### src/priority_lease_authority_macros.svh
// Assertion macros shared by the lease authority RTL.
// Each macro expects clk and rst_n in the scope where it is used.
`ifndef PRIORITY_LEASE_AUTHORITY_MACROS_SVH
`define PRIORITY_LEASE_AUTHORITY_MACROS_SVH

// Expression must hold on every rising clock edge out of reset.
`define PLA_CHECK(label, expr, msg) \
    label: assert property (@(posedge clk) disable iff (!rst_n) (expr)) else $error(msg);

// Consequent must hold in the same cycle as the antecedent.
`define PLA_IMPLIES(label, ante, cons, msg) \
    label: assert property (@(posedge clk) disable iff (!rst_n) (ante) |-> (cons)) else $error(msg);

// Consequent must hold in the cycle after the antecedent.
`define PLA_NEXT(label, ante, cons, msg) \
    label: assert property (@(posedge clk) disable iff (!rst_n) (ante) |=> (cons)) else $error(msg);

`endif

### src/plauth_pkg.sv
// Shared types, codes and a helper function for the lease authority.
// No dependencies; used by every module of the block.
package plauth_pkg;

    localparam int ID_W    = 16;
    localparam int TIME_W  = 48;
    localparam int LEASE_W = 32;
    localparam int DUR_W   = 32;
    localparam int ROLE_W  = 3;
    localparam int PRIO_W  = 6;
    localparam int CFG_IDX_W = 2;

    localparam logic [DUR_W-1:0] MAX_LEASE_RST = DUR_W'(10000);
    localparam logic [DUR_W-1:0] MIN_LEASE_RST = DUR_W'(250);
    localparam logic [LEASE_W-1:0] LEASE_FIRST = LEASE_W'(1);

    typedef enum logic [2:0] {
        REQ_ACQUIRE = 3'd0,
        REQ_RENEW   = 3'd1,
        REQ_RELEASE = 3'd2,
        REQ_CHECK   = 3'd3,
        REQ_QUERY   = 3'd4
    } req_kind_t;

    typedef enum logic [2:0] {
        RSN_OK       = 3'd0,
        RSN_INVALID  = 3'd1,
        RSN_CONFLICT = 3'd2,
        RSN_EXPIRED  = 3'd3,
        RSN_NOT_HELD = 3'd4
    } reason_t;

    typedef enum logic [CFG_IDX_W-1:0] {
        CFG_MAX_LEASE = 2'd0,
        CFG_MIN_LEASE = 2'd1
    } cfg_idx_t;

    localparam logic [ROLE_W-1:0] ROLE_UNSPEC     = 3'd0;
    localparam logic [ROLE_W-1:0] ROLE_OBSERVER   = 3'd1;
    localparam logic [ROLE_W-1:0] ROLE_MAINTAINER = 3'd2;
    localparam logic [ROLE_W-1:0] ROLE_DCM        = 3'd3;
    localparam logic [ROLE_W-1:0] ROLE_SCRIPTED   = 3'd4;
    localparam logic [ROLE_W-1:0] ROLE_MANUAL     = 3'd5;
    localparam logic [ROLE_W-1:0] ROLE_SAFETY     = 3'd6;
    localparam logic [ROLE_W-1:0] ROLE_RESERVED   = 3'd7;

    localparam logic [PRIO_W-1:0] PRIO_SAFETY     = 6'd50;
    localparam logic [PRIO_W-1:0] PRIO_MANUAL     = 6'd40;
    localparam logic [PRIO_W-1:0] PRIO_SCRIPTED   = 6'd30;
    localparam logic [PRIO_W-1:0] PRIO_DCM        = 6'd20;
    localparam logic [PRIO_W-1:0] PRIO_MAINTAINER = 6'd10;
    localparam logic [PRIO_W-1:0] PRIO_NONE       = 6'd0;

    typedef struct packed {
        req_kind_t           kind;
        logic [ID_W-1:0]     session;
        logic [ID_W-1:0]     client;
        logic [ID_W-1:0]     vehicle;
        logic [ROLE_W-1:0]   role;
        logic [DUR_W-1:0]    requested;
        logic [LEASE_W-1:0]  lease_ref;
        logic [TIME_W-1:0]   now;
    } req_t;

    typedef struct packed {
        logic                held;
        logic [ID_W-1:0]     session;
        logic [ID_W-1:0]     client;
        logic [ROLE_W-1:0]   role;
        logic [LEASE_W-1:0]  lease;
        logic [TIME_W-1:0]   expiry;
    } holder_t;

    localparam holder_t HOLDER_EMPTY = '0;

    typedef struct packed {
        logic                ok;
        reason_t             reason;
        logic [LEASE_W-1:0]  lease;
        logic [ID_W-1:0]     client;
        logic [ROLE_W-1:0]   role;
        logic [TIME_W-1:0]   expiry;
    } res_t;

    typedef struct packed {
        logic [DUR_W-1:0] max_lease;
        logic [DUR_W-1:0] min_lease;
    } cfg_t;

    function automatic logic [PRIO_W-1:0] prio_of(input logic [ROLE_W-1:0] r);
        logic [PRIO_W-1:0] p;
        case (r)
            ROLE_SAFETY:     p = PRIO_SAFETY;
            ROLE_MANUAL:     p = PRIO_MANUAL;
            ROLE_SCRIPTED:   p = PRIO_SCRIPTED;
            ROLE_DCM:        p = PRIO_DCM;
            ROLE_MAINTAINER: p = PRIO_MAINTAINER;
            default:         p = PRIO_NONE;
        endcase
        return p;
    endfunction

endpackage

### src/plauth_cfg.sv
// Configuration registers for the lease duration clamps.
// Depends on plauth_pkg.
module plauth_cfg
    import plauth_pkg::*;
(
    input  logic                 clk,
    input  logic                 rst_n,
    input  logic                 cfg_valid,
    output logic                 cfg_ready,
    input  logic [CFG_IDX_W-1:0] cfg_index,
    input  logic [DUR_W-1:0]     cfg_data,
    output cfg_t                 cfg
);

    cfg_t cfg_reg;
    cfg_t cfg_next;

    assign cfg_ready = 1'b1;
    assign cfg = cfg_reg;

    always_comb
    begin
        cfg_next = cfg_reg;
        if (cfg_valid)
        begin
            case (cfg_idx_t'(cfg_index))
                CFG_MAX_LEASE: cfg_next.max_lease = cfg_data;
                CFG_MIN_LEASE: cfg_next.min_lease = cfg_data;
                default:       cfg_next = cfg_reg;
            endcase
        end
    end

    always_ff @(posedge clk or negedge rst_n)
    begin
        if (!rst_n)
        begin
            cfg_reg.max_lease <= MAX_LEASE_RST;
            cfg_reg.min_lease <= MIN_LEASE_RST;
        end
        else
        begin
            cfg_reg <= cfg_next;
        end
    end

endmodule

### src/plauth_holder.sv
// Lease holder state and lease identifier counter.
// Depends on plauth_pkg; next values come from plauth_decide.
module plauth_holder
    import plauth_pkg::*;
(
    input  logic               clk,
    input  logic               rst_n,
    input  logic               load,
    input  holder_t            holder_in,
    input  logic [LEASE_W-1:0] next_lease_in,
    output holder_t            holder,
    output logic [LEASE_W-1:0] next_lease
);

    holder_t            holder_reg;
    holder_t            holder_next;
    logic [LEASE_W-1:0] next_lease_reg;
    logic [LEASE_W-1:0] next_lease_next;

    assign holder_next     = load ? holder_in : holder_reg;
    assign next_lease_next = load ? next_lease_in : next_lease_reg;
    assign holder          = holder_reg;
    assign next_lease      = next_lease_reg;

    always_ff @(posedge clk or negedge rst_n)
    begin
        if (!rst_n)
        begin
            holder_reg     <= HOLDER_EMPTY;
            next_lease_reg <= LEASE_FIRST;
        end
        else
        begin
            holder_reg     <= holder_next;
            next_lease_reg <= next_lease_next;
        end
    end

endmodule

### src/plauth_decide.sv
// Decision logic for one request against the current holder.
// Depends on plauth_pkg; purely combinational.
module plauth_decide
    import plauth_pkg::*;
(
    input  req_t               req,
    input  cfg_t               cfg,
    input  holder_t            holder,
    input  logic [LEASE_W-1:0] next_lease,
    output holder_t            holder_next,
    output logic [LEASE_W-1:0] next_lease_next,
    output res_t               res
);

    logic               live;
    logic               same_sess;
    logic               lease_match;
    logic               bad_args;
    logic [DUR_W-1:0]   dur_lo;
    logic [DUR_W-1:0]   dur;
    logic [TIME_W:0]    end_sum;
    logic [TIME_W-1:0]  lease_end;
    logic [LEASE_W-1:0] lease_inc;
    logic               ok;
    reason_t            reason;
    logic               show;

    assign live        = holder.held && (holder.expiry > req.now);
    assign same_sess   = holder.session == req.session;
    assign lease_match = holder.lease == req.lease_ref;
    assign bad_args    = (req.session == '0) || (req.client == '0) || (req.vehicle == '0)
                      || (req.role inside {ROLE_UNSPEC, ROLE_OBSERVER, ROLE_RESERVED});

    // Raise to min first, then lower to max: max wins when clamps cross.
    assign dur_lo  = (req.requested < cfg.min_lease) ? cfg.min_lease : req.requested;
    assign dur     = (dur_lo > cfg.max_lease) ? cfg.max_lease : dur_lo;
    assign end_sum = {1'b0, req.now} + {{(TIME_W + 1 - DUR_W){1'b0}}, dur};
    assign lease_end = end_sum[TIME_W] ? {TIME_W{1'b1}} : end_sum[TIME_W-1:0];

    // Skip zero on wrap.
    assign lease_inc = (next_lease == {LEASE_W{1'b1}}) ? LEASE_FIRST
                                                         : next_lease + LEASE_FIRST;

    always_comb
    begin
        holder_next     = holder;
        next_lease_next = next_lease;
        ok              = 1'b0;
        reason          = RSN_INVALID;
        show            = 1'b0;
        case (req.kind)
            REQ_ACQUIRE:
            begin
                if (bad_args)
                begin
                    reason = RSN_INVALID;
                end
                else if (live && !same_sess && (prio_of(req.role) <= prio_of(holder.role)))
                begin
                    reason = RSN_CONFLICT;
                end
                else
                begin
                    holder_next.held    = 1'b1;
                    holder_next.session = req.session;
                    holder_next.client  = req.client;
                    holder_next.role    = req.role;
                    holder_next.lease   = next_lease;
                    holder_next.expiry  = lease_end;
                    next_lease_next     = lease_inc;
                    ok                  = 1'b1;
                    reason              = RSN_OK;
                    show                = 1'b1;
                end
            end
            REQ_RENEW:
            begin
                if (!live || !same_sess || !lease_match)
                begin
                    holder_next = HOLDER_EMPTY;
                    reason      = RSN_EXPIRED;
                end
                else
                begin
                    holder_next.expiry = lease_end;
                    ok                 = 1'b1;
                    reason             = RSN_OK;
                    show               = 1'b1;
                end
            end
            REQ_RELEASE:
            begin
                // Release ignores expiry.
                if (!holder.held || !same_sess || !lease_match)
                begin
                    reason = RSN_NOT_HELD;
                end
                else
                begin
                    holder_next = HOLDER_EMPTY;
                    ok          = 1'b1;
                    reason      = RSN_OK;
                end
            end
            REQ_CHECK:
            begin
                if (!live)
                begin
                    reason = RSN_EXPIRED;
                end
                else if (!lease_match || (holder.client != req.client) || !same_sess)
                begin
                    reason = RSN_NOT_HELD;
                end
                else
                begin
                    ok     = 1'b1;
                    reason = RSN_OK;
                    show   = 1'b1;
                end
            end
            REQ_QUERY:
            begin
                if (!live)
                begin
                    reason = RSN_EXPIRED;
                end
                else
                begin
                    ok     = 1'b1;
                    reason = RSN_OK;
                    show   = 1'b1;
                end
            end
            default:
            begin
                reason = RSN_INVALID;
            end
        endcase
    end

    always_comb
    begin
        res.ok     = ok;
        res.reason = reason;
        res.lease  = show ? holder_next.lease  : '0;
        res.client = show ? holder_next.client : '0;
        res.role   = show ? holder_next.role   : '0;
        res.expiry = show ? holder_next.expiry : '0;
    end

endmodule

### src/priority_lease_authority.sv
// Priority lease authority: single-holder lease with role priority and expiry.
// Pipeline: a request waits in the input register, is decided from there, and its
// result is registered in the result register; out_stall can hold both registers.
// Throughput: one request per cycle unless out_stall holds results; holder state
// updates as a request leaves the input register; the next request sees it next cycle.
// Reset: no holder, lease counter at 1, clamps at 10000 and 250 ms.
`include "priority_lease_authority_macros.svh"

module priority_lease_authority
    import plauth_pkg::*;
(
    input  logic                 clk,
    input  logic                 rst_n,
    input  logic                 cfg_valid,
    output logic                 cfg_ready,
    input  logic [CFG_IDX_W-1:0] cfg_index,
    input  logic [DUR_W-1:0]     cfg_data,
    input  logic                 in_valid,
    output logic                 in_stall,
    input  logic [2:0]           req_type,
    input  logic [ID_W-1:0]      session_num,
    input  logic [ID_W-1:0]      client_num,
    input  logic [ID_W-1:0]      vehicle_num,
    input  logic [ROLE_W-1:0]    role,
    input  logic [DUR_W-1:0]     requested_ms,
    input  logic [LEASE_W-1:0]   lease_ref,
    input  logic [TIME_W-1:0]    now_ms,
    output logic                 out_valid,
    input  logic                 out_stall,
    output logic                 ok,
    output logic [2:0]           reason,
    output logic [LEASE_W-1:0]   holder_lease,
    output logic [ID_W-1:0]      holder_client,
    output logic [ROLE_W-1:0]    holder_role,
    output logic [TIME_W-1:0]    expires_at
);

    cfg_t               cfg;
    holder_t            holder;
    holder_t            holder_upd;
    logic [LEASE_W-1:0] next_lease;
    logic [LEASE_W-1:0] next_lease_upd;
    res_t               dec_res;

    logic               s1_valid_reg;
    logic               s1_valid_next;
    req_t               s1_req_reg;
    req_t               s1_req_next;
    logic               out_valid_reg;
    logic               out_valid_next;
    res_t               res_reg;
    res_t               res_next;

    logic               in_fire;
    logic               s1_advance;

    // Advance the input register whenever the result register is free or draining.
    assign s1_advance = s1_valid_reg && (!out_valid_reg || !out_stall);
    assign in_stall   = s1_valid_reg && !s1_advance;
    assign in_fire    = in_valid && !in_stall;

    always_comb
    begin
        s1_req_next = s1_req_reg;
        if (in_fire)
        begin
            s1_req_next.kind      = req_kind_t'(req_type);
            s1_req_next.session   = session_num;
            s1_req_next.client    = client_num;
            s1_req_next.vehicle   = vehicle_num;
            s1_req_next.role      = role;
            s1_req_next.requested = requested_ms;
            s1_req_next.lease_ref = lease_ref;
            s1_req_next.now       = now_ms;
        end
        s1_valid_next  = in_fire || (s1_valid_reg && !s1_advance);
        out_valid_next = s1_advance || (out_valid_reg && out_stall);
        res_next       = s1_advance ? dec_res : res_reg;
    end

    always_ff @(posedge clk or negedge rst_n)
    begin
        if (!rst_n)
        begin
            s1_valid_reg  <= 1'b0;
            out_valid_reg <= 1'b0;
        end
        else
        begin
            s1_valid_reg  <= s1_valid_next;
            out_valid_reg <= out_valid_next;
        end
    end

    always_ff @(posedge clk)
    begin
        s1_req_reg <= s1_req_next;
        res_reg    <= res_next;
    end

    plauth_cfg u_cfg (
        .clk       (clk),
        .rst_n     (rst_n),
        .cfg_valid (cfg_valid),
        .cfg_ready (cfg_ready),
        .cfg_index (cfg_index),
        .cfg_data  (cfg_data),
        .cfg       (cfg)
    );

    plauth_decide u_decide (
        .req             (s1_req_reg),
        .cfg             (cfg),
        .holder          (holder),
        .next_lease      (next_lease),
        .holder_next     (holder_upd),
        .next_lease_next (next_lease_upd),
        .res             (dec_res)
    );

    plauth_holder u_holder (
        .clk           (clk),
        .rst_n         (rst_n),
        .load          (s1_advance),
        .holder_in     (holder_upd),
        .next_lease_in (next_lease_upd),
        .holder        (holder),
        .next_lease    (next_lease)
    );

    assign out_valid     = out_valid_reg;
    assign ok            = res_reg.ok;
    assign reason        = res_reg.reason;
    assign holder_lease  = res_reg.lease;
    assign holder_client = res_reg.client;
    assign holder_role   = res_reg.role;
    assign expires_at    = res_reg.expiry;

    `PLA_CHECK(a_lease_nonzero, next_lease != '0, "lease counter holds zero")
    `PLA_IMPLIES(a_empty_clear, !holder.held, (holder.lease == '0) && (holder.expiry == '0), "empty holder keeps stale lease")
    `PLA_NEXT(a_grant_bumps, s1_advance && (s1_req_reg.kind == REQ_ACQUIRE) && dec_res.ok, next_lease != $past(next_lease), "grant did not advance lease counter")
    `PLA_IMPLIES(a_ok_reason, out_valid_reg && res_reg.ok, res_reg.reason == RSN_OK, "ok result with failure reason")

endmodule

### config.mk
export PLATFORM = sky130hd
export DESIGN_NAME = priority_lease_authority
export DESIGN_NICKNAME = d
export VERILOG_FILES = /design/src/plauth_pkg.sv /design/src/plauth_cfg.sv /design/src/plauth_holder.sv /design/src/plauth_decide.sv /design/src/priority_lease_authority.sv
export VERILOG_INCLUDE_DIRS = /design/src /design/src/src
export SDC_FILE = /design/constraint.sdc
export NUM_CORES = 1
export LEC_CHECK = 0
export ABC_AREA = 0
export ABC_CLOCK_PERIOD_IN_PS = 9300
export BUFFER_PORTS_ARGS = -buffer_cell sky130_fd_sc_hd__buf_2
export CAP_MARGIN = 0
export CORE_MARGIN = 5
export CORE_UTILIZATION = 54
export CTS_CLUSTER_DIAMETER = 40
export DETAILED_ROUTE_END_ITERATION = 10
export PLACE_DENSITY = 0.87
export SYNTH_ARGS = -nofsm -noshare
export SYNTH_HDL_FRONTEND = slang
export SYNTH_HIERARCHICAL = 1
export SYNTH_SLANG_ARGS = --single-unit
### constraint.sdc
create_clock -name clk -period 9.3 [get_ports clk]
set_input_delay 0.93 -clock clk [delete_from_list [all_inputs] [get_ports clk]]
set_output_delay 0.93 -clock clk [all_outputs]
set_load 0.005 [all_outputs]
==> qor.txt, run 1 <==
Synthesized Nets -> 2503
Final Setup Violations -> 0
Area of the mapped netlist -> 26200 sq um
DR WL/cell -> 22.3 microns
Final Hold Slack -> 383 ps
Die span in y -> 230 microns
Initial Util -> 54.8%
Fmax -> 115 MHz
Gr usage total -> 25.7%
Clock Sinks -> 483
RSZ-0062 raised after global routing -> no
Via/cell ratio -> 6.11
M2 GR Usage -> 40.2%
CP most frequent cell -> a21o_1
CP Launch Type -> flop
CTS resizes -> 0
Rel. slew slack -> 14.3%
Clk root buf -> clkbuf_16
Critical path data required time -> 9790 ps
Lkg Pwr -> 13.8 nW
DR vias -> 19164
Routability cong. -> 0.916
Die W -> 230 microns
Top post-synthesis cells by area -> edfxtp_1 (31%), dfrtp_1 (19%), mux2_2 (10%)
CP arrival -> 9220 ps
Kind of critical path -> reg2reg
Post-synthesis cell type count -> 86
Die area -> 53000 sq um
Vias in the first global route -> 19394
Grt peak-use layer -> met2
Cell count after synthesis -> 2145
Initial antenna violation count -> 4
DRT Pass-1 Iters -> 5
Final global-route overflow total -> 0
Peak supply drop -> 0.204 mV
Largest stage delay on the critical path -> 600 ps
Yosys synthesis warning count -> 6
Htree depth -> 3
Placement Rows -> 80
Worst skew pair latency -> 610 ps
Total CTS buffers -> 75
IO Pins -> 311
Clock-pin transition on the worst setup and hold timing paths -> 60 ps
CP max stage cell -> o2111ai_1
Sequential area share after synthesis -> 51.3%
Post-synth EDFFs -> 269
Status -> complete, no violations
Worst Skew -> 25.7 ps
Final Hold Fails -> 0
Min-Delay Path Class -> in2async
Period utilisation layout -> 93.9%
Cell Pwr Density -> 262 nW/um^2
Worst setup EP type -> flop
Worst Max-Slew Pin Slew -> 1270 ps
Post-synthesis register bit count -> 483
Leading cell type in the layout, fill and taps excluded -> buf_2
CTS Hold Bufs -> 0
# Max-Cap Violations -> 0
Max-slew violations -> 0
Layout cells sized above 1 -> 30.6%
Top cell type's share of synthesized area -> 30.8%
Post-DRT Antenna Nets -> 0
Max FFs per register -> 166
CTS tree -> yes
Ys flop type -> edfxtp_1
Hpwl dp -> 48.4 mm
Area Growth Syn to Fin -> 17.8%
Residual DRC -> 0
Async SR Flop Fraction -> 44.3%
Layout filler cell count -> 3472
First-pass GRT wire length -> 109 mm
Syn Area/Cell -> 12.2 sq um
Post-CTS Setup Bufs -> 0
IO buf count -> 309
Setup TNS -> 0 ps
Iter 0 DRT Violations -> 1903
Most frequent cells in the layout -> buf_2 (308), edfxtp_1 (269), mux2_2 (244)
Critical path fanouts, max -> 23
Synth area leader -> edfxtp_1
Largest net degree at the start of global routing -> 178
GRT met1 Usage -> 36.1%
NumNets Final -> 2811
CORE AREA -> 47800 sq um
Longest Clk Path Bufs -> 3
GR Util met3 -> 5.54%
WL final -> 69.8 mm
Min Clock Period, post-route -> 8730 ps
## cell type report
| type | count | area [sq um] | area share (%) |
|---|---|---|---|
| Inverter | 130 | 488 | 1.58 |
| Clock buffer | 88 | 2020 | 6.54 |
| Multi-Input combinational cell | 1434 | 11700 | 38.0 |
| Clock inverter | 51 | 676 | 2.19 |
| Tap cell | 615 | 769 | 2.49 |
| Antenna cell | 4 | 10.0 | 0.0324 |
| Timing Repair Buffer | 329 | 1720 | 5.56 |
| Sequential cell | 483 | 13400 | 43.6 |
## per-stage QoR
step / worst slack (ps) / instances / utilization, % / area [sq um] / power, mW
final: 570 / 3134 / 64.5 / 30900 / 8.09
after floorplan: 1850 / 2145 / - / 26200 / 4.44
after CTS: 724 / 3130 / 64.5 / 30900 / 8.09
after detailed placement: 725 / 2991 / 58.9 / 28200 / 5.09
after global placement: 956 / 2991 / 58.9 / 28200 / 5.01
after global routing: 120 / 3132 / 64.5 / 30900 / 8.49
## layer usage
metal  share of wire [%]  up-vias
met4                 3.3        0
met1                  43     9479
li1                    -     8663
met5                   0        -
met2                  46      858
met3                 7.4      164
## cells by family after synthesis
| group | after synthesis | share of synthesized area (%) |
|---|---|---|
| multiplexers | 284 | 12.6 |
| AO/OA/AOI/OAI | 446 | 12.4 |
| flip-flops | 483 | 51.3 |
| AND/OR/NAND/NOR | 436 | 8.51 |
| adder cells (fa/ha/maj) | 153 | 7.33 |
| XOR/XNOR | 114 | 3.81 |
| buffers and inverters | 228 | 4.10 |
| other | 1 | 0.0143 |
## where the power goes
| group | leakage (nW) | total (mW) | internal, mW | switching, mW |
|---|---|---|---|---|
| sequential | 5.42 | 2.78 | 2.55 | 0.231 |
| clock | 1.29 | 2.96 | 1.89 | 1.07 |
| combinational | 7.04 | 2.35 | 1.05 | 1.30 |
| total | 13.8 | 8.09 | 5.49 | 2.60 |
## synth_stat cells, types with 4 or more instances
master	number
a211oi_1	11
o21a_1	12
clkbuf_1	41
nand2_1	133
xnor2_1	69
buf_1	4
o21bai_1	5
nand4_1	59
a22o_1	146
mux2_2	244
mux2_4	29
edfxtp_1	269
buf_4	10
xor2_1	45
dfrtp_1	202
and2_1	7
a31oi_1	7
mux2i_1	9
and3_1	16
or3_1	4
inv_1	130
buf_6	16
nor2_1	62
nor2b_1	36
nand2b_1	15
nand3_1	41
o21ai_0	56
ha_1	152
dfstp_2	12
o211ai_1	11
nor3_1	17
a21o_1	39
nor4_1	28
a21oi_1	98
a21boi_0	6
buf_2	24
## worst paths after layout
| kind | startpoint | to | slack [ps] | depth (start not counted) |
|---|---|---|---|---|
| setup reg to reg | u_cfg/cfg[5]$_DFFE_PN1P_ | u_holder/holder[44]$_DFFE_PN0P_ | 570 | 32 |
| max in group asynchronous | rst_n | u_holder/holder[38]$_DFFE_PN0P_ | 7330 | 2 |
| hold / removal | rst_n | u_cfg/cfg[2]$_DFFE_PN0P_ | 380 | 1 |
| setup / recovery | u_cfg/cfg[5]$_DFFE_PN1P_ | u_holder/holder[44]$_DFFE_PN0P_ | 570 | 32 |
| hold reg to reg | s1_valid_reg$_DFF_PN0_ | out_valid$_DFF_PN0_ | 520 | 1 |
| min in group clk | lease_ref[5] | s1_req_reg[53]$_DFFE_PP_ | 490 | 1 |
## worst max-delay path: cells and delay by family (launching register included)
kind            cells  cell delay (ps)
buf+inv             3              460
mux                 4             1120
simple gates        5             1060
fa+ha+maj           4             1290
compound gates     16             4130
flops               1              540
Note: power is estimated with default switching activity, not from simulation.
==> inputs of run 2 (changes only) <==
- CORE_ASPECT_RATIO: not set -> 2
==> run 2 against run 1 <==
- die area increased by 0.51%
- worst setup slack got worse by 200 ps
- global-route usage fell by 0.69 points
- clock-buffer cell count fell by 26
- via count shrank 1.5%
- sequential cell count is the same
- critical endpoint unchanged
- largest power group is now registers
- highest routed layer is now met5
==> qor.txt, run 2 (same netlist as run 1, synthesis figures left out) <==
Clock-pin transition on the worst setup and hold timing paths -> 60 ps
Die W -> 166 microns
IO buf count -> 309
DP Cell Count -> 3027
WL final -> 69.3 mm
Largest stage delay on the critical path -> 540 ps
Critical path fanouts, max -> 13
Worst r2r src -> u_cfg/cfg[5]$_DFFE_PN1P_
CTS tree -> yes
Placement Rows -> 114
Kind of critical path -> reg2reg
CP max stage cell -> dfstp_2
Non-filler cells, final -> 3121
Worst skew pair latency -> 590 ps
Routability cong. -> 0.996
Vias in the first global route -> 19745
Lkg Pwr -> 13.4 nW
Iter 0 DRT Violations -> 1354
NumNets Final -> 2798
Critical path's top delay family -> compound AO/OA/AOI/OAI gates
CTS Hold Bufs -> 0
Via/cell ratio -> 6.05
Length in cells of the worst reg-to-reg path -> 33
Worst Skew -> 26.3 ps
Status -> complete, no violations
Post-CTS Setup Bufs -> 0
Worst Max-Slew Pin Slew -> 1090 ps
CORE AREA -> 48200 sq um
DR WL/cell -> 22.2 microns
Rel. slew slack -> 26.9%
Max-slew violations -> 0
Initial Util -> 54.4%
Layout filler cell count -> 3780
Setup TNS -> 0 ps
Hpwl dp -> 50.9 mm
Fmax -> 112 MHz
Worst setup EP type -> flop
Period utilisation layout -> 96.0%
Gr usage total -> 25.1%
Clock Sinks -> 483
Max FFs per register -> 166
Residual DRC -> 0
CTS resizes -> 0
# Max-Cap Violations -> 0
Clk root buf -> clkbuf_16
Layout cells sized above 1 -> 29.6%
Cell Pwr Density -> 239 nW/um^2
Die area -> 53300 sq um
Final Hold Fails -> 0
Min Clock Period, post-route -> 8930 ps
Peak supply drop -> 0.225 mV
CP Launch Type -> flop
Final Setup Violations -> 0
Final global-route overflow total -> 0
Leading cell type in the layout, fill and taps excluded -> buf_2
Die span in y -> 322 microns
First-pass GRT wire length -> 107 mm
DR vias -> 18870
Total power -> 7.18 mW
Critical path data required time -> 9760 ps
Worst path bufs/invs -> 4
Min-Delay Path Class -> in2async
Longest Clk Path Bufs -> 3
Most frequent cells in the layout -> buf_2 (308), edfxtp_1 (269), mux2_2 (244)
RSZ-0062 raised after global routing -> no
CP arrival -> 9390 ps
FF-to-FF setup slack -> 370 ps
IO Pins -> 311
Htree depth -> 2
Largest net degree at the start of global routing -> 148
Pre-CTS WS -> 610 ps
DRT Pass-1 Iters -> 7
Post-DRT Antenna Nets -> 0
Initial antenna violation count -> 5
Total CTS buffers -> 49
Final worst setup slack -> 368 ps
FF-to-FF End -> u_holder/holder[44]$_DFFE_PN0P_
Area Growth Syn to Fin -> 14.4%
run 2: cell count changes in the layout (fill, tap and decap cells not counted), moves of 2 or more:
cell        before  now
clkinvlp_4       9    1
bufinv_16       11    3
inv_6            9    5
buf_4           19   31
clkbuf_16       78   52
clkinv_4         9    5
clkbuf_8         4    6
clkinv_1         1    4
clkbuf_1         7    5
diode_2          4    2
run 2: worst max path at each step:
| stage | startpoint | end | slack, ps | depth (start not counted) |
|---|---|---|---|---|
| global placement | u_cfg/cfg[5]$_DFFE_PN1P_ | u_holder/holder[44]$_DFFE_PN0P_ | 770 | 33 |
| detailed placement | u_cfg/cfg[5]$_DFFE_PN1P_ | u_holder/holder[44]$_DFFE_PN0P_ | 610 | 33 |
| global route | u_cfg/cfg[5]$_DFFE_PN1P_ | u_holder/holder[44]$_DFFE_PN0P_ | 30 | 33 |
| floorplan | u_cfg/cfg[5]$_DFFE_PN1P_ | u_holder/holder[44]$_DFFE_PN0P_ | 1850 | 33 |
| CTS | u_cfg/cfg[5]$_DFFE_PN1P_ | u_holder/holder[44]$_DFFE_PN0P_ | 550 | 33 |
| finish | u_cfg/cfg[5]$_DFFE_PN1P_ | u_holder/holder[44]$_DFFE_PN0P_ | 370 | 33 |
run 2: layout make-up:
cell class | count | area, sq um | area share (%)
flip-flops and latches | 483 | 13400 | 44.8
multi-input cells | 1434 | 11700 | 39.2
repair buffers | 342 | 1830 | 6.09
clock buffers | 62 | 1390 | 4.63
well taps | 638 | 798 | 2.66
inverters | 130 | 488 | 1.63
clock inverters | 30 | 297 | 0.989
diodes | 2 | 5.00 | 0.0167
run 2: where the power goes:
group          internal, mW  switching [mW]
Sequential             2.55           0.228
Combinational          1.07            1.29
Clock                  1.16           0.873
run 2: routing by layer:
metal	up-vias	global-route usage (%)	routed length (microns)
li1	8630	-	-
met1	9304	25.4	23800
met2	719	48.5	38000
met3	211	3.99	3500
met4	6	13.3	4020
met5	-	0	41
run 2: through the flow:
step / utilization, % / instance area, sq um / hold slack, ps
6_report: 62.2 / 30000 / 397
5_1_grt: 62.2 / 30000 / 434
4_1_cts: 62.2 / 30000 / 397
3_5_place_dp: 58.7 / 28300 / 505
3_3_place_gp: 58.7 / 28300 / 486
2_1_floorplan: - / 26200 / 467
